`src/hdl/vpe_pkg.sv`:
```
// shared types, codes and constants of the wavetable/pcm voice engine
`timescale 1ns / 1ps
`default_nettype none
package vpe_pkg;

  // table memories
  localparam int TABLE_BYTES = 4096;
  localparam int TABLE_AW    = 12;

  // item modes
  typedef enum logic [1:0] {
    MODE_WRITE = 2'd0,
    MODE_READ  = 2'd1,
    MODE_STEP  = 2'd2,
    MODE_NONE  = 2'd3
  } vpe_mode_e;

  // voice register byte offsets
  localparam logic [2:0] REG_FLAGS = 3'd0;
  localparam logic [2:0] REG_VOL   = 3'd1;
  localparam logic [2:0] REG_PLO   = 3'd2;
  localparam logic [2:0] REG_PHI   = 3'd3;
  localparam logic [2:0] REG_START = 3'd4;
  localparam logic [2:0] REG_END   = 3'd5;

  // flag bits of the stored voice flags
  localparam int FLAG_KEY     = 0;
  localparam int FLAG_WAVE    = 1;
  localparam int FLAG_ONESHOT = 2;
  localparam int FLAG_DIV     = 3;

  typedef struct packed {
    logic [1:0]        mode;
    logic [12:0]       address;
    logic [7:0]        write_data;
    logic [3:0]        voice_index;
    logic signed [7:0] pcm_sample;
  } vpe_in_t;

  typedef struct packed {
    logic [7:0]         read_data;
    logic signed [11:0] voice_left;
    logic signed [11:0] voice_right;
    logic signed [15:0] mix_left;
    logic signed [15:0] mix_right;
    logic [19:0]        fetch_address;
    logic               voice_active;
  } vpe_out_t;

  // one entry of the voice memory
  typedef struct packed {
    logic [3:0]  flags;
    logic [7:0]  vol;
    logic [15:0] pitch;
    logic [7:0]  start;
    logic [7:0]  endv;
    logic [25:0] phase;
    logic [17:0] envph;
  } vpe_voice_t;

  // item as it travels down the pipeline
  typedef struct packed {
    vpe_in_t    item;
    logic [3:0] op_voice;
    logic       wr_voice;
  } vpe_op_t;

  // saturate a 17-bit sum to 16 bits
  function automatic logic signed [15:0] sat16(input logic signed [16:0] s);
    logic signed [15:0] r;
    if (s > 17'sd32767) begin
      r = 16'sh7fff;
    end else if (s < -17'sd32768) begin
      r = -16'sh8000;
    end else begin
      r = s[15:0];
    end
    return r;
  endfunction

endpackage
`default_nettype wire

```
`src/hdl/vpe_voice_mem.sv`:
```
// voice state memory: two read ports, one write port, per-entry valid bits
`timescale 1ns / 1ps
`default_nettype none
module vpe_voice_mem #(
  parameter int VOICE_COUNT = 16
) (
  input  wire logic               clk_i,
  input  wire logic               rst_ni,
  input  wire logic               rd_en_i,
  input  wire logic [3:0]         rd0_idx_i,
  input  wire logic [3:0]         rd1_idx_i,
  output vpe_pkg::vpe_voice_t     rd0_data_o,
  output vpe_pkg::vpe_voice_t     rd1_data_o,
  input  wire logic               we_i,
  input  wire logic [3:0]         wr_idx_i,
  input  wire vpe_pkg::vpe_voice_t wr_data_i
);

  localparam int VW = (VOICE_COUNT > 1) ? $clog2(VOICE_COUNT) : 1;

  vpe_pkg::vpe_voice_t    mem [VOICE_COUNT];
  vpe_pkg::vpe_voice_t    d0_q, d1_q;
  logic [VOICE_COUNT-1:0] vld_q;
  logic                   v0_q, v1_q;
  logic                   ok0, ok1, okw;

  assign ok0 = ({1'b0, rd0_idx_i} < 5'(VOICE_COUNT));
  assign ok1 = ({1'b0, rd1_idx_i} < 5'(VOICE_COUNT));
  assign okw = ({1'b0, wr_idx_i} < 5'(VOICE_COUNT));

  // storage, read-first
  always_ff @(posedge clk_i) begin
    if (rd_en_i) begin
      d0_q <= mem[rd0_idx_i[VW-1:0]];
      d1_q <= mem[rd1_idx_i[VW-1:0]];
    end
    if (we_i && okw) begin
      mem[wr_idx_i[VW-1:0]] <= wr_data_i;
    end
  end

  // valid bits, an entry never written reads as zero
  always_ff @(posedge clk_i or negedge rst_ni) begin
    if (!rst_ni) begin
      vld_q <= '0;
      v0_q  <= 1'b0;
      v1_q  <= 1'b0;
    end else begin
      if (rd_en_i) begin
        v0_q <= ok0 && vld_q[rd0_idx_i[VW-1:0]];
        v1_q <= ok1 && vld_q[rd1_idx_i[VW-1:0]];
      end
      if (we_i && okw) begin
        vld_q[wr_idx_i[VW-1:0]] <= 1'b1;
      end
    end
  end

  assign rd0_data_o = v0_q ? d0_q : '0;
  assign rd1_data_o = v1_q ? d1_q : '0;

endmodule
`default_nettype wire

```
`config.mk`:
```
export PLATFORM = sky130hd
export DESIGN_NAME = vpe_voice_mem
export DESIGN_NICKNAME = d
export VERILOG_FILES = /design/src/hdl/vpe_pkg.sv /design/src/hdl/vpe_voice_mem.sv
export SDC_FILE = /design/constraint.sdc
export NUM_CORES = 1
export LEC_CHECK = 0
export BUFFER_PORTS_ARGS = -buffer_cell sky130_fd_sc_hd__clkbuf_2
export CAP_MARGIN = 20
export CORE_UTILIZATION = 25
export CTS_CLUSTER_SIZE = 12
export DETAILED_ROUTE_END_ITERATION = 10
export SLEW_MARGIN = 20
export SYNTH_ARGS = -nofsm -noshare
export SYNTH_HDL_FRONTEND = slang
export SYNTH_SLANG_ARGS = --single-unit
```
`constraint.sdc`:
```
create_clock -name clk_i -period 1.7 [get_ports clk_i]
set_input_delay 0.085 -clock clk_i [delete_from_list [all_inputs] [get_ports clk_i]]
set_output_delay 0.085 -clock clk_i [all_outputs]
set_load 0.05 [all_outputs]
```
==> metrics.yaml <==
cells_and_area:
  final_nets: 3766
  register_area_um2: 48000
  drive_gt1_frac: 0.489
  final_common_cell: "edfxtp_1"
  multi_input_area_um2: 21900
  filler_cell_count: 26534
  final_cell_mix: "edfxtp_1, mux4_2, buf_12, buf_4, clkbuf_16"
  area_growth_pct: 26.8
route:
  ant_nets: 0
  routed_wl_mm: 205
  drtIter0Drc: 4220
  drcViolationCount: 0
  vias: 36368
  first_pass_iters: 5
  wire_per_inst_um: 27.3
  viasPerCell: 4.84
grt:
  grt_max_degree: 50
  antenna_found_initial: 44
  grt_pass1_vias: 38674
  grt_overflow_total: 0
  grt_pass1_wl_mm: 292
  gr-usage-all-layers: 0.143
clock_tree:
  cts_buffers: 167
  h-tree-depth: 4
  clkTransAtPathRegs_ns: 0.06
  postCtsSetupBuffers: 0
  clock_latency_ns: 0.81
  cts.sinks: 1602
  clockRootBuffer: "clkbuf_16"
  clock_path_buffers: 3
  cts_tree: "done"
floorplanning:
  dieArea_um2: 286000
  die_h_um: 535
  start_util: 0.251
  pin_count: 280
  core_um2: 282000
  die_w_um: 535
  row_count: 195
critical_path:
  critPathArrivalTime_ns: 1.99
  end_kind: "output pin"
  crit_type: "flip-flop to output pin"
  path_max_fanout: 39
  start_kind: "flip-flop"
  required_ns: 1.62
power_and_ir_drop:
  p_int_mw: 71.4
  p_sw_mw: 24.4
  cellLeakagePower_nw: 28.7
  seqPwrFrac: 0.475
  netSwitchingFraction: 0.255
  powerDensity_nw_per_um2: 1070
  vdd_ir_drop_max_uv: 929
  combPwrFrac: 0.161
  power_mw: 95.8
  pwr-share-clk: 0.365
sta:
  rsz0062_at_grt: "yes"
  layout_setup_ws_ns: -0.373
  period_minus_slack_ns: 2.07
  setup_violations: 182
  hold_ws_ns: 0.125
  finalHoldViolCount: 0
  drv_slew: 0
  fin_tns_setup_ns: -52.67
  fin_skew_ns: 0.0499
  fmax_mhz: 482
  tightest_slew_ns: 0.830
  post-route-period-util: 1.22
  relSlewSlack: 0.445
outcome:
  violations: "negative setup slack"
  outcome: "complete, but fails checks"
synthesis:
  synth_xor_area_frac: 0
  ys.warnings.count: 0
  synth_fp_nets: 3034
  synth.avg_cell_area_um2: 24.2
  syn_area_um2: 70900
  synthMuxAreaShare: 0.286
  synth_top_family_by_area: "multiplexers"
  seq_area_frac_synth: 0.677
  synth_area_leader_cell: "edfxtp_1"
  syn_inst: 2930
  synth-simple-area-share: 0.0185
  yosys_register_bits: 1602
  synthAdderAreaFrac: 0
  yosysTopAreaCellShare: 0.671
  synth_area_leaders: "edfxtp_1, mux4_2, mux4_1"
  synth_compound_area_frac: 0
  ys_types: 22
run:
  maxCapViolations: 0
min_path:
  min_path_type: "input pin to flip-flop"
placed_design:
  dp_hpwl_mm: 138
  io_buffers: 279
  gp_congestion: 0.769
cells in the mapped netlist:
| master | count |
|---|---|
| nand2b_1 | 2 |
| edfxtp_1 | 1584 |
| nor2_1 | 12 |
| mux2i_1 | 6 |
| buf_1 | 21 |
| buf_2 | 18 |
| mux4_4 | 1 |
| nand2_1 | 1 |
| clkbuf_1 | 98 |
| mux2_2 | 2 |
| dfrtp_1 | 18 |
| or2_2 | 16 |
| nand3b_1 | 2 |
| buf_8 | 4 |
| mux4_1 | 51 |
| or3b_2 | 1 |
| nor3_1 | 4 |
| nand3_1 | 1 |
| mux4_2 | 836 |
| and2_1 | 176 |
| buf_4 | 34 |
| buf_6 | 42 |
worst paths after layout:
check | endpoint | depth (start not counted) | slack, ns | start
worst max-delay path | rd0_data_o[31] | 3 | -0.37 | v0_q
worst min-delay path | mem[2][44] | 4 | 0.13 | wr_idx_i[3]
worst max register to register | d1_q[0] | 2 | -0.09 | mem[4][0]
worst min register to register | vld_q[3] | 1 | 0.49 | vld_q[3]
max in group asynchronous | v1_q | 3 | 0.46 | rst_ni
min in group asynchronous | vld_q[12] | 3 | 0.63 | rst_ni
state kept, by name (all words and copies together) (netlist names):
name	count
d1_q	88
mem	1408
d0_q	88
vld_q	16
v0_q	1
v1_q	1
metrics by stage:
| step | utilization | std cells | instance area (µm²) | worst slack [ns] |
|---|---|---|---|---|
| 2_1_floorplan | - | 2930 | 71100 | -1.43 |
| 3_3_place_gp | 0.295 | 7139 | 83300 | -0.413 |
| 3_5_place_dp | 0.295 | 7139 | 83300 | -0.429 |
| 4_1_cts | 0.319 | 7514 | 89900 | -0.408 |
| 5_1_grt | 0.319 | 7518 | 89900 | -0.425 |
| 6_report | 0.319 | 7521 | 89900 | -0.373 |
logic make-up after synthesis:
group	count (synthesis)
buffers and inverters	217
and+or+nand+nor	215
muxes	896
DFF	1602
timing repair:
item | CTS | global route
hold endpoints to repair | 1684 | 0
hold buffers | 97 | 0
pin swaps | 0 | 1
gates resized for setup | 176 | 28
gates cloned | 0 | 0
endpoints found under the setup margin | 183 | 205
power by group through the flow:
stage | registers (mW) | logic [mW] | clock network (mW)
after global placement | 46.2 | 14.6 | 0
final | 45.5 | 15.4 | 35.0
after global routing | 45.6 | 16.1 | 37.1
after detailed placement | 46.3 | 14.7 | 0
after CTS | 45.5 | 15.7 | 35.7
after floorplan | 45.8 | 8.23 | 0
worst max-delay path, cell delays in order (launching register included):
cell     delay [ns]
dfrtp_4        0.51
buf_12         0.17
and2_1         0.25
buf_12         0.15
area by class of cell:
type,instances,area share
tap,3743,0.0521
sequential,1602,0.534
multi-input combinational,1111,0.243
antenna,7,0.000195
timing repair buffer,780,0.114
clock inverter,66,0.00818
clock buffer,212,0.0485
metal layers:
metal	track usage	vias up	routed length [µm]
met3	0.0328	306	15200
met1	0.194	19916	85900
met5	0	-	177
li1	-	14593	-
met2	0.233	1527	99800
met4	0.0297	26	4170
Note: power is estimated with default switching activity, not from simulation.
