[src/hdl/vpe_pkg.sv]
// shared types, codes and constants of the wavetable/pcm voice engine
`timescale 1ns / 1ps
`default_nettype none
package vpe_pkg;

  // table memories
  localparam int TABLE_BYTES = 4096;
  localparam int TABLE_AW    = 12;

  // item modes
  typedef enum logic [1:0] {
    MODE_WRITE = 2'd0,
    MODE_READ  = 2'd1,
    MODE_STEP  = 2'd2,
    MODE_NONE  = 2'd3
  } vpe_mode_e;

  // voice register byte offsets
  localparam logic [2:0] REG_FLAGS = 3'd0;
  localparam logic [2:0] REG_VOL   = 3'd1;
  localparam logic [2:0] REG_PLO   = 3'd2;
  localparam logic [2:0] REG_PHI   = 3'd3;
  localparam logic [2:0] REG_START = 3'd4;
  localparam logic [2:0] REG_END   = 3'd5;

  // flag bits of the stored voice flags
  localparam int FLAG_KEY     = 0;
  localparam int FLAG_WAVE    = 1;
  localparam int FLAG_ONESHOT = 2;
  localparam int FLAG_DIV     = 3;

  typedef struct packed {
    logic [1:0]        mode;
    logic [12:0]       address;
    logic [7:0]        write_data;
    logic [3:0]        voice_index;
    logic signed [7:0] pcm_sample;
  } vpe_in_t;

  typedef struct packed {
    logic [7:0]         read_data;
    logic signed [11:0] voice_left;
    logic signed [11:0] voice_right;
    logic signed [15:0] mix_left;
    logic signed [15:0] mix_right;
    logic [19:0]        fetch_address;
    logic               voice_active;
  } vpe_out_t;

  // one entry of the voice memory
  typedef struct packed {
    logic [3:0]  flags;
    logic [7:0]  vol;
    logic [15:0] pitch;
    logic [7:0]  start;
    logic [7:0]  endv;
    logic [25:0] phase;
    logic [17:0] envph;
  } vpe_voice_t;

  // item as it travels down the pipeline
  typedef struct packed {
    vpe_in_t    item;
    logic [3:0] op_voice;
    logic       wr_voice;
  } vpe_op_t;

  // saturate a 17-bit sum to 16 bits
  function automatic logic signed [15:0] sat16(input logic signed [16:0] s);
    logic signed [15:0] r;
    if (s > 17'sd32767) begin
      r = 16'sh7fff;
    end else if (s < -17'sd32768) begin
      r = -16'sh8000;
    end else begin
      r = s[15:0];
    end
    return r;
  endfunction

endpackage
`default_nettype wire

[src/hdl/vpe_voice_update.sv]
// per-item compute: voice register access, voice step, mix and result item
`timescale 1ns / 1ps
`default_nettype none
module vpe_voice_update (
  input  wire vpe_pkg::vpe_op_t     op_i,
  input  wire logic                 op_ok_i,
  input  wire logic                 rep_ok_i,
  input  wire vpe_pkg::vpe_voice_t  cur_i,
  input  wire vpe_pkg::vpe_voice_t  rep_i,
  input  wire logic [7:0]           env_rd_i,
  input  wire logic [7:0]           wave_rd_i,
  input  wire logic signed [15:0]   mix_l_i,
  input  wire logic signed [15:0]   mix_r_i,
  output vpe_pkg::vpe_voice_t       nxt_o,
  output logic                      we_o,
  output logic                      mix_we_o,
  output vpe_pkg::vpe_out_t         out_o
);

  always_comb begin
    vpe_pkg::vpe_voice_t nxt, rv;
    logic               we, is_reg;
    logic [12:0]        a;
    logic [7:0]         d;
    logic [3:0]         vl, vr;
    logic signed [7:0]  smp;
    logic [17:0]        env_sum;
    logic [16:0]        inc17;
    logic [17:0]        ph18;
    logic [8:0]         inc9;
    logic [25:0]        ph26;
    logic signed [12:0] pl, pr;
    logic signed [11:0] l, r;
    logic signed [15:0] ml, mr;

    nxt     = cur_i;
    we      = 1'b0;
    a       = op_i.item.address;
    d       = op_i.item.write_data;
    is_reg  = !a[12] && (a[11:7] == 5'd0);
    vl      = 4'd0;
    vr      = 4'd0;
    smp     = 8'sd0;
    env_sum = '0;
    inc17   = '0;
    ph18    = '0;
    inc9    = '0;
    ph26    = '0;
    out_o   = '0;
    mix_we_o = 1'b0;

    // bus read
    if (op_i.item.mode == vpe_pkg::MODE_READ) begin
      if (a[12]) begin
        out_o.read_data = wave_rd_i;
      end else if (!is_reg) begin
        out_o.read_data = env_rd_i;
      end else if (op_ok_i) begin
        case (a[2:0])
          vpe_pkg::REG_FLAGS: out_o.read_data = {cur_i.flags[vpe_pkg::FLAG_DIV], 4'd0,
                                                 cur_i.flags[2:0]};
          vpe_pkg::REG_VOL:   out_o.read_data = cur_i.vol;
          vpe_pkg::REG_PLO:   out_o.read_data = cur_i.pitch[7:0];
          vpe_pkg::REG_PHI:   out_o.read_data = cur_i.pitch[15:8];
          vpe_pkg::REG_START: out_o.read_data = cur_i.start;
          vpe_pkg::REG_END:   out_o.read_data = cur_i.endv;
          default:            out_o.read_data = 8'd0;
        endcase
      end
    end

    // bus write to a voice register
    if (op_i.item.mode == vpe_pkg::MODE_WRITE && is_reg && op_ok_i) begin
      we = 1'b1;
      case (a[2:0])
        vpe_pkg::REG_FLAGS: begin
          nxt.flags = {d[7], d[2:0]};
          if (!cur_i.flags[vpe_pkg::FLAG_KEY] && d[0]) begin
            nxt.phase = d[1] ? 26'd0 : {2'b00, cur_i.start, 16'h0000};
            nxt.envph = '0;
          end
        end
        vpe_pkg::REG_VOL:   nxt.vol = d;
        vpe_pkg::REG_PLO:   nxt.pitch[7:0] = d;
        vpe_pkg::REG_PHI:   nxt.pitch[15:8] = d;
        vpe_pkg::REG_START: nxt.start = d;
        vpe_pkg::REG_END:   nxt.endv = d;
        default:            we = 1'b0;
      endcase
    end

    // voice step
    if (op_i.item.mode == vpe_pkg::MODE_STEP && op_ok_i) begin
      mix_we_o = 1'b1;
      if (cur_i.flags[vpe_pkg::FLAG_KEY]) begin
        we = 1'b1;
        if (cur_i.flags[vpe_pkg::FLAG_WAVE]) begin
          vl      = env_rd_i[7:4];
          vr      = env_rd_i[3:0];
          env_sum = cur_i.envph + {10'd0, cur_i.start};
          if (cur_i.flags[vpe_pkg::FLAG_ONESHOT] && env_sum[17]) begin
            nxt.flags[vpe_pkg::FLAG_KEY] = 1'b0;
            nxt.envph = env_sum;
          end else begin
            nxt.envph = {1'b0, env_sum[16:0]};
          end
          smp   = $signed(wave_rd_i);
          inc17 = cur_i.flags[vpe_pkg::FLAG_DIV] ? {1'b0, cur_i.pitch}
                                                 : {cur_i.pitch, 1'b0};
          ph18  = cur_i.phase[17:0] + {1'b0, inc17};
          nxt.phase = {8'd0, ph18};
        end else begin
          vl   = cur_i.vol[7:4];
          vr   = cur_i.vol[3:0];
          smp  = op_i.item.pcm_sample;
          inc9 = cur_i.flags[vpe_pkg::FLAG_DIV] ? {1'b0, cur_i.pitch[7:0]}
                                                : {cur_i.pitch[7:0], 1'b0};
          ph26 = cur_i.phase + {17'd0, inc9};
          nxt.phase = ph26;
          if (ph26[25:17] > {1'b0, ~cur_i.endv}) begin
            nxt.flags[vpe_pkg::FLAG_KEY] = 1'b0;
          end
        end
      end
    end

    // products and mix
    pl = smp * $signed({1'b0, vl});
    pr = smp * $signed({1'b0, vr});
    l  = pl[11:0];
    r  = pr[11:0];
    ml = mix_l_i;
    mr = mix_r_i;
    if (mix_we_o) begin
      if (op_i.item.voice_index == 4'd0) begin
        ml = 16'(l);
        mr = 16'(r);
      end else begin
        ml = vpe_pkg::sat16(17'(mix_l_i) + 17'(l));
        mr = vpe_pkg::sat16(17'(mix_r_i) + 17'(r));
      end
    end
    out_o.voice_left  = l;
    out_o.voice_right = r;
    out_o.mix_left    = ml;
    out_o.mix_right   = mr;

    // reported voice, seen after this item's update
    rv = (we && op_i.op_voice == op_i.item.voice_index) ? nxt : rep_i;
    if (rep_ok_i) begin
      out_o.fetch_address = rv.phase[24:5];
      out_o.voice_active  = rv.flags[vpe_pkg::FLAG_KEY];
    end

    nxt_o = nxt;
    we_o  = we;
  end

endmodule
`default_nettype wire

[config.mk]
export PLATFORM = sky130hd
export DESIGN_NAME = vpe_voice_update
export DESIGN_NICKNAME = d
export VERILOG_FILES = /design/src/hdl/vpe_pkg.sv /design/src/hdl/vpe_voice_update.sv
export SDC_FILE = /design/constraint.sdc
export NUM_CORES = 1
export LEC_CHECK = 0
export ABC_AREA = 1
export BUFFER_PORTS_ARGS = -buffer_cell sky130_fd_sc_hd__buf_4
export CAP_MARGIN = 20
export CORE_MARGIN = 2
export CORE_UTILIZATION = 35
export DETAILED_ROUTE_END_ITERATION = 6
export PLACE_DENSITY_LB_ADDON = 0.12
export SETUP_SLACK_MARGIN = 0.15
export SLEW_MARGIN = 10
export SYNTH_ARGS = -nofsm -noshare
export SYNTH_HDL_FRONTEND = slang
export SYNTH_SLANG_ARGS = --single-unit
[constraint.sdc]
create_clock -name vclk -period 8.04
set_clock_uncertainty 0.05 [all_clocks]
set_input_delay 1.206 -clock vclk [all_inputs]
set_output_delay 1.206 -clock vclk [all_outputs]
set_load 0.05 [all_outputs]
==> metrics.md, run 1 <==
| Metric | Value |
|---|---|
| Share of cells above drive strength 1 | `36.9%` |
| Total Routing Usage GR | `30.0%` |
| Wirelength per Cell | `17.8 um` |
| Placer Congestion | `0.994` |
| Most numerous cell on the critical path | `nand2_1` |
| Row count | `60` |
| Initial antenna violation count | `2` |
| Final instance area | `15700 um^2` |
| Final hold violations | `0` |
| Worst path required time | `6.78 ns` |
| Relative slew slack | `31.7%` |
| Startpoint types | `input pin` |
| DR vias | `13747` |
| Synthesized instance count | `1771` |
| Leading area contributor after synthesis | `nand2_1` |
| Input/output buffers | `369` |
| Drt total wl | `46.7 mm` |
| Placed cell areas | `14000 um^2` |
| Clk_buf instances | `0` |
| Placeable Area | `27000 um^2` |
| Synth top area share | `19.7%` |
| Slew Viols, Final | `0` |
| FFs & Latches | `0` |
| Setup crit end kind | `output port` |
| CP max stage delay | `0.50 ns` |
| Area grow syn2layout | `63.3%` |
| Worst-Margin Slew | `1.02 ns` |
| Seq/Total Area, Yosys | `0%` |
| Final hold slack | `2.71 ns` |
| Initial Utilization | `35.7%` |
| Leak Pwr | `8.08 nW` |
| Overall die height | `170 um` |
| VDD IR-drop max | `0.0325 mV` |
| Overall power | `806 uW` |
| Dpl hpwl | `38.6 mm` |
| Die Wd | `170 um` |
| Mapped Avg Cell Area | `5.44 um^2` |
| Period utilisation layout | `98.3%` |
| Final setup violation count | `0` |
| Syn_nets | `2185` |
| Nets | `2690` |
| Die area | `28900 um^2` |
| Ys Warns | `0` |
| Largest net degree at the start of global routing | `41` |
| CP max FO | `8` |
| Max-cap check violation count | `0` |
| First-pass GRT wire length | `68.9 mm` |
| Critical path class | `input pin to output port` |
| Largest cells by area after synthesis | `nand2_1 20%, ha_1 15%, inv_1 10%, o21ai_0 9.0%, fa_1 7.5%` |
| Unique cell type count in the Yosys netlist | `53` |
| Minimum clock period | `7.90 ns` |
| Vias in the first global route | `12874` |
| Hold buffers post-CTS | `0` |
| Ports | `441` |
| RSZ-0062 raised after global routing | `yes` |
| Reg area | `0 um^2` |
| HP Class | `input pin to output port` |
| DRC viols | `0` |
| Post-synth top cells | `506 x nand2_1, 261 x inv_1, 173 x o21ai_0` |
| Mapped cell area | `9640 um^2` |
| Dominant cell by count in the synthesized netlist | `nand2_1` |
| Slowest cell on crit path | `fa_1` |
| Drt first pass iters | `6` |
| Post-layout util | `58.2%` |
| Outcome | `complete, no violations` |
| Final ANT Viol Nets | `0` |
| Arrival @ worst endpoint | `6.65 ns` |
| Power Dens Cells | `51.2 nW/um^2` |
| Fmax | `127 MHz` |
| Grt ovf | `0` |
| Avg Vias per Cell | `5.25` |
| First-iteration detailed-routing DRC count | `1127` |
[logic make-up (layout without fill, tap and decap cells)]
group	Yosys count	after routing	synth area share, %
AND/OR/NAND/NOR	850	850	37.6
buffers and inverters	313	816	12.5
adder cells (fa/ha/maj)	148	148	22.0
multiplexers	2	2	0.221
XOR/XNOR	58	58	5.27
AO/OA/AOI/OAI	400	400	22.5
other	0	1	0
[cell type report]
type / instances / area [um^2]
Fill cell: 2670 / 11300
Antenna cell: 1 / 2.50
Inverter: 273 / 1030
Multi-Input combinational cell: 1458 / 9890
Tap cell: 341 / 427
Timing Repair Buffer: 543 / 4380
[path summary, 6_finish.rpt]
check | slack [ns] | from | endpoint | cells past startpoint
hold / removal | 2.71 | mix_r_i[0] | out_o[21] | 4
setup / recovery | 0.14 | op_i[39] | out_o[22] | 34
[critical path, delay by kind of cell]
kind | cells | cell delay (ns)
AOI/OAI and AO/OA | 5 | 0.98
buffers and inverters | 8 | 0.84
adders and majority gates | 5 | 1.88
and+or+nand+nor | 16 | 1.73
[where the power goes]
part	leakage (nW)	switching [mW]	total (mW)	internal, mW
logic	8.08	0.510	0.806	0.296
clock network	0.00000634	0	0.0000000167	0.0000000167
registers	0	0	0	0
[repair_timing]
action	4_1_cts	5_1_grt
setup endpoints to repair	32	32
pin swaps	19	159
setup buffers	8	18
cloned	1	0
resized for setup	71	295
[cells in the final DEF, fill, tap and decap left out, drive strengths merged, types with 2 or more instances in the layout]
master,synthesis,layout
a21boi,3,3
a22oi,12,12
buf,14,543
a31oi,7,7
nand2,509,509
a21o,6,6
and3,2,2
xnor2,26,26
o221ai,6,6
nor2,175,175
ha,112,112
nand4,23,23
o21ai,194,194
xor2,32,32
o31ai,4,4
or2,5,5
nor4,8,8
a22o,2,2
o22ai,11,11
nor3,10,10
nand3,106,106
nand3b,8,8
a21oi,142,142
and2,3,3
fa,36,36
inv,273,272
o21bai,5,5
[metrics by stage]
stage          worst slack (ns)  instances  setup TNS [ns]
2_1_floorplan             0.156       1771               0
3_3_place_gp             -0.225       2588           -4.74
3_5_place_dp             -0.296       2588           -6.72
4_1_cts                   0.129       2597               0
5_1_grt                 -0.0750       2616          -0.767
6_report                  0.135       2616               0
[per-layer routing]
metal	routed length [um]	global-route usage (%)	vias to the layer above
li1	-	-	6812
met1	20400	39.7	6299
met2	21700	51.7	552
met3	3320	4.28	84
met4	1230	6.80	0
met5	0	0	-
(Power assumes the default switching activity.)
==> inputs of run 2 (changes only) <==
--- a/config.mk
+++ b/config.mk
@@ -8,7 +8,7 @@
 export ABC_AREA = 1
 export BUFFER_PORTS_ARGS = -buffer_cell sky130_fd_sc_hd__buf_4
 export CAP_MARGIN = 20
-export CORE_MARGIN = 2
+export CORE_MARGIN = 4
 export CORE_UTILIZATION = 35
 export DETAILED_ROUTE_END_ITERATION = 6
 export PLACE_DENSITY_LB_ADDON = 0.12
==> constraint.sdc (replaced) <==
create_clock -name vclk -period 8.04
set_clock_uncertainty 0.05 [all_clocks]
set_input_delay 1.608 -clock vclk [all_inputs]
set_output_delay 1.608 -clock vclk [all_outputs]
set_load 0.05 [all_outputs]
==> run 2 against run 1 <==
  * The run now ends with setup timing left
  * Core utilization up 3.7 points
  * Global-route usage down 0.75 points
  * Total power up 4.8%
  * Combinational power up 4.7%
  * Setup slack worse by 0.76 ns
  * Wire length up 2.6%
  * Clock-buffer cell count unchanged
  * Via count up 3.4%
  * First-iteration DRC count down 11%
  * Die area up 4.8%
  * Hold slack better by 0.81 ns
  * Fmax down 8.8%
==> metrics.md, run 2 (synthesized netlist as in run 1, its figures left out) <==
| Metric | Value |
|---|---|
| Period utilisation layout | `108% (+9.5 points)` |
| Final hold slack | `3.52 ns (+0.810 ns)` |
| DRC viols | `0 (unchanged)` |
| CP max stage delay | `0.52 ns (+0.02 ns)` |
| Minimum clock period | `8.67 ns (+0.762 ns)` |
| Max-cap check violation count | `0 (unchanged)` |
| Number of instances on the worst hold path | `3 (-1)` |
| Worst-Margin Slew | `0.990 ns (-0.0262 ns)` |
| First-iteration detailed-routing DRC count | `1007 (-11%)` |
| HP Class | `input pin to output port` |
| Met2 GRT Util | `50.2% (-1.6 points)` |
| Worst Hold Launch | `cur_i[10]` |
| Vias in the first global route | `13607 (+5.7%)` |
| Leak Pwr | `8.61 nW (+6.6%)` |
| Top Usage Layer GRT | `met2` |
| # diodes | `0 (-1)` |
| Initial antenna violation count | `0 (-2)` |
| Overall die height | `174 um (+2.4%)` |
| CP max FO | `7 (-1)` |
| FFs & Latches | `0 (unchanged)` |
| Avg Vias per Cell | `5.28 (+0.40%)` |
| Total Routing Usage GR | `29.3% (-0.75 points)` |
| Failing checks | `setup timing` |
| Placed cell areas | `15200 um^2 (+8.4%)` |
| Dpl hpwl | `39.7 mm (+2.8%)` |
| Drt first pass iters | `6 (unchanged)` |
| Most frequent cells in the layout | `566 x buf_4, 410 x nand2_1, 226 x inv_1` |
| RSZ-0062 raised after global routing | `yes` |
| Setup crit end kind | `output port` |
| Power Dens Cells | `50.4 nW/um^2 (-1.5%)` |
| Arrival @ worst endpoint | `7.01 ns (+0.36 ns)` |
| Die Wd | `174 um (+2.4%)` |
| Reg area | `0 um^2 (unchanged)` |
| Placeable Area | `27000 um^2 (unchanged)` |
| Met3 usage | `3.22% (-1.1 points)` |
| Hold endpoint | `nxt_o[10]` |
| Fin worst setup slack | `-0.627 ns (-0.762 ns)` |
| Placed cells | `2635 (+1.8%)` |
| Commonest non-fill, non-tap cell in the layout | `buf_4` |
| First-pass GRT wire length | `73.3 mm (+6.3%)` |
| Final instance area | `16700 um^2 (+6.4%)` |
| Slew Viols, Final | `0 (unchanged)` |
| Overall power | `844 uW (+4.8%)` |
| Final ANT Viol Nets | `0 (unchanged)` |
| Input/output buffers | `369 (unchanged)` |
| Clk_buf instances | `0 (unchanged)` |
| Startpoint types | `input pin` |
| Drt total wl | `47.9 mm (+2.6%)` |
| Final hold violations | `0 (unchanged)` |
| Outcome | `finished with violations` |
| Slowest cell on crit path | `fa_1` |
| Place WS | `-0.820 ns (-0.524 ns)` |
| Nets | `2769 (+2.9%)` |
| DR vias | `14213 (+3.4%)` |
| Grt ovf | `0 (unchanged)` |
| Post-layout util | `62.0% (+3.7 points)` |
| Share of cells above drive strength 1 | `40.8% (+4.0 points)` |
| Final setup TNS | `-18.26 ns (-18.26 ns)` |
| Fmax | `115 MHz (-8.8%)` |
| Ports | `441 (unchanged)` |
| Largest net degree at the start of global routing | `41 (unchanged)` |
| Row count | `60 (unchanged)` |
| Initial Utilization | `35.7% (unchanged)` |
| Final setup violation count | `32 (+32)` |
| Critical path class | `input pin to output port` |
| VDD IR-drop max | `0.0410 mV (+26%)` |
| Hold buffers post-CTS | `0 (unchanged)` |
| Relative slew slack | `33.5% (+1.8 points)` |
| Grt met1 use | `40.5% (+0.84 points)` |
| Area grow syn2layout | `73.7%` |
| Die area | `30300 um^2 (+4.8%)` |
| Worst path required time | `6.38 ns (-0.40 ns)` |
| Wirelength per Cell | `17.8 um (-0.40%)` |
| Finished Layout Cells | `2694 (+3.0%)` |
| Placer Congestion | `1.01 (+1.3%)` |
==> run 2: cell types whose count changed in the layout (fill, tap and decap cells not counted), moves of 6 or more <==
cell	delta
buf_4	+76
nand2_4	+27
nand2_1	-25
inv_1	-16
inv_2	+13
buf_12	+7
buf_8	-7
a21oi_4	+6
o21ai_0	+6
==> run 2: metal layers <==
metal  vias up  part of all wire, %
li1       6983                    -
met1      6578                   44
met2       580                   47
met3        72                  7.6
met4         0                  1.9
met5         -                    0
==> run 2: worst max path at each step <==
| stage | start | endpoint | slack [ns] | depth (start not counted) |
|---|---|---|---|---|
| finish | op_i[38] | out_o[31] | -0.63 | 35 |
| global route | op_i[38] | out_o[33] | -0.93 | 37 |
| CTS | op_i[38] | out_o[31] | -0.51 | 35 |
| detailed placement | op_i[38] | out_o[34] | -0.82 | 37 |
| global placement | op_i[38] | out_o[46] | -0.78 | 33 |
| floorplan | op_i[38] | out_o[38] | -0.24 | 29 |
==> run 2: timing repair <==
item | CTS | global route
pin swaps | 127 | 111
gates cloned | 3 | 0
resized for setup | 191 | 96
endpoints found under the setup margin | 32 | 32
buffers inserted | 35 | 21
==> run 2: where the power goes <==
part | leakage, nW | switching (mW) | internal [mW]
clock | 0 | 0 | 0
sequential | 0 | 0 | 0
combinational | 8.61 | 0.528 | 0.316
total | 8.61 | 0.528 | 0.316
==> run 2: area by class of cell <==
| class | instances | area [um^2] |
|---|---|---|
| repair buffers | 621 | 5020 |
| well taps | 341 | 427 |
| multi-input cells | 1459 | 10200 |
| fillers | 2605 | 10300 |
| inverters | 273 | 1050 |
==> run 2: worst max-delay path: cells and delay by family <==
family | cells | cell delay (ns)
compound gates | 7 | 0.97
buf+inv | 10 | 1.01
fa+ha+maj | 5 | 1.79
simple gates | 13 | 1.58
==> inputs of run 3 (changes only) <==
--- a/config.mk
+++ b/config.mk
@@ -11,8 +11,7 @@
 export CORE_MARGIN = 4
 export CORE_UTILIZATION = 35
 export DETAILED_ROUTE_END_ITERATION = 6
-export PLACE_DENSITY_LB_ADDON = 0.12
-export SETUP_SLACK_MARGIN = 0.15
+export PLACE_DENSITY = 0.65
 export SLEW_MARGIN = 10
 export SYNTH_ARGS = -nofsm -noshare
 export SYNTH_HDL_FRONTEND = slang
==> run 3 against run 2 <==
  * The flow still finishes with violations (setup timing)
  * Critical path depth increased by 3
  * Wire length is 0.15% higher
  * Hold slack better by 0.017 ns
  * Sequential share of layout area stayed put
  * Global-route usage hardly changed
  * Final area fell by 1.6%
  * Die area unchanged
  * Via count rose by 0.68%
  * Total power down 1.3%
  * Critical endpoint is now out_o[28]
==> metrics.md, run 3 (synthesized netlist as in run 1, its figures left out) <==
| Metric | Value |
|---|---|
| Outcome | `finished with violations` |
| Failing checks | `setup timing` |
| Fillers | `2536 (-2.6%)` |
| Total Routing Usage GR | `29.3% (about the same)` |
| Arrival @ worst endpoint | `7.12 ns (+0.11 ns)` |
| DR vias | `14310 (+0.68%)` |
| Ports | `441 (unchanged)` |
| Initial antenna violation count | `1 (+1)` |
| First-pass GRT wire length | `73.0 mm (-0.37%)` |
| Fin worst setup slack | `-0.734 ns (-0.107 ns)` |
| VDD IR-drop max | `0.0381 mV (-7.3%)` |
| Avg Vias per Cell | `5.32 (+0.91%)` |
| Die Wd | `174 um (unchanged)` |
| Overall power | `833 uW (-1.3%)` |
| CP max FO | `6 (-1)` |
| Area grow syn2layout | `71.0%` |
| Final hold violations | `0 (unchanged)` |
| Worst-Margin Slew | `0.942 ns (-0.0476 ns)` |
| RSZ-0062 raised after global routing | `yes` |
| Grt ovf | `0 (unchanged)` |
| Input/output buffers | `369 (unchanged)` |
| Initial Utilization | `35.7% (unchanged)` |
| # diodes | `0 (unchanged)` |
| Row count | `60 (unchanged)` |
| Worst Hold Launch | `cur_i[8]` |
| Vias in the first global route | `13680 (+0.54%)` |
| Crit path buf inv count | `13 (+3)` |
| Final instance area | `16500 um^2 (-1.6%)` |
| HP Class | `input pin to output port` |
| Dpl hpwl | `39.8 mm (+0.13%)` |
| Worst path required time | `6.38 ns (about the same)` |
| Placer Congestion | `1.03 (+2.0%)` |
| Placed cell areas | `15100 um^2 (-0.49%)` |
| Startpoint types | `input pin` |
| Minimum clock period | `8.77 ns (+0.107 ns)` |
| Clk_buf instances | `0 (unchanged)` |
| Number of instances on the worst hold path | `3 (unchanged)` |
| Final setup TNS | `-18.99 ns (-0.725 ns)` |
| Place WS | `-0.761 ns (+0.0595 ns)` |
| Power Dens Cells | `50.6 nW/um^2 (+0.26%)` |
| Relative slew slack | `37.0% (+3.4 points)` |
| Hold endpoint | `nxt_o[8]` |
| First-iteration detailed-routing DRC count | `1227 (+22%)` |
| Nets | `2763 (-0.22%)` |
| Placeable Area | `27000 um^2 (unchanged)` |
| Period utilisation layout | `109% (+1.3 points)` |
| DRC viols | `0 (unchanged)` |
| Fmax | `114 MHz (-1.2%)` |
| FFs & Latches | `0 (unchanged)` |
| Slew Viols, Final | `0 (unchanged)` |
| Final hold slack | `3.53 ns (+0.0169 ns)` |
| Final setup violation count | `32 (unchanged)` |
| Overall die height | `174 um (unchanged)` |
| Most numerous cell on the critical path | `nand2_1` |
| Drt first pass iters | `6 (unchanged)` |
| Leak Pwr | `8.54 nW (-0.82%)` |
| Drt total wl | `47.9 mm (+0.15%)` |
| Largest delay contributor family on the critical path | `adder cells` |
| Max-cap check violation count | `0 (unchanged)` |
| CP startpoint | `op_i[38]` |
| Setup crit end kind | `output port` |
| Die area | `30300 um^2 (unchanged)` |
| Commonest non-fill, non-tap cell in the layout | `buf_4` |
| Wirelength per Cell | `17.8 um (+0.37%)` |
| Critical path class | `input pin to output port` |
| Final ANT Viol Nets | `0 (unchanged)` |
| Largest net degree at the start of global routing | `41 (unchanged)` |
| Most frequent cells in the layout | `560 x buf_4, 426 x nand2_1, 234 x inv_1` |
| Share of cells above drive strength 1 | `39.3% (-1.5 points)` |
| CP max stage delay | `0.51 ns (about the same)` |
| Reg area | `0 um^2 (unchanged)` |
| Slowest cell on crit path | `fa_1` |
## run 3: cell count changes in the layout (fill, tap and decap cells not counted), moves of 4 or more
cell	delta
nand2_1	+16
nand2_2	-11
inv_2	-9
inv_1	+8
a21oi_4	-7
buf_4	-6
ha_1	+6
ha_4	-6
nor2_2	+6
a21oi_2	+4
## run 3: worst max-delay path by stage
stage	to	slack, ns	depth (start not counted)
final	out_o[28]	-0.73	38
after floorplan	out_o[26]	-0.24	31
after detailed placement	out_o[24]	-0.76	34
after global placement	out_o[23]	-0.70	35
after global routing	out_o[24]	-0.96	36
after CTS	out_o[27]	-0.60	37
## run 3: final cells by class
cell class / instances / area (um^2) / area share [%]
inverter: 273 / 1050 / 6.39
multi-input combinational: 1458 / 10000 / 60.8
tap: 341 / 427 / 2.59
timing repair buffer: 616 / 4990 / 30.3
## run 3: repair_timing
action | CTS | global route
cloned | 1 | 1
resized for setup | 163 | 84
hold buffers | 0 | 0
setup buffers | 42 | 16
endpoints found under the setup margin | 32 | 32
endpoints found under the hold margin | 0 | 0
pin swaps | 110 | 89
## run 3: stage by stage
stage	std cells	utilization, %
floorplan	1771	-
global placement	2630	55.8
detailed placement	2630	55.8
CTS	2673	59.2
global route	2688	61.0
finish	2688	61.0
## run 3: routing by layer
metal | GRT usage, % | wire length [um]
met4 | 6.00 | 1300
met3 | 3.50 | 3970
met2 | 52.2 | 22900
met5 | 0 | 13
met1 | 38.1 | 19700
## run 3: power breakdown
| group | leakage [nW] | switching, mW | internal (mW) | total (mW) |
|---|---|---|---|---|
| logic | 8.54 | 0.523 | 0.311 | 0.833 |
| registers | 0 | 0 | 0 | 0 |
| clock network | 0 | 0 | 0 | 0 |
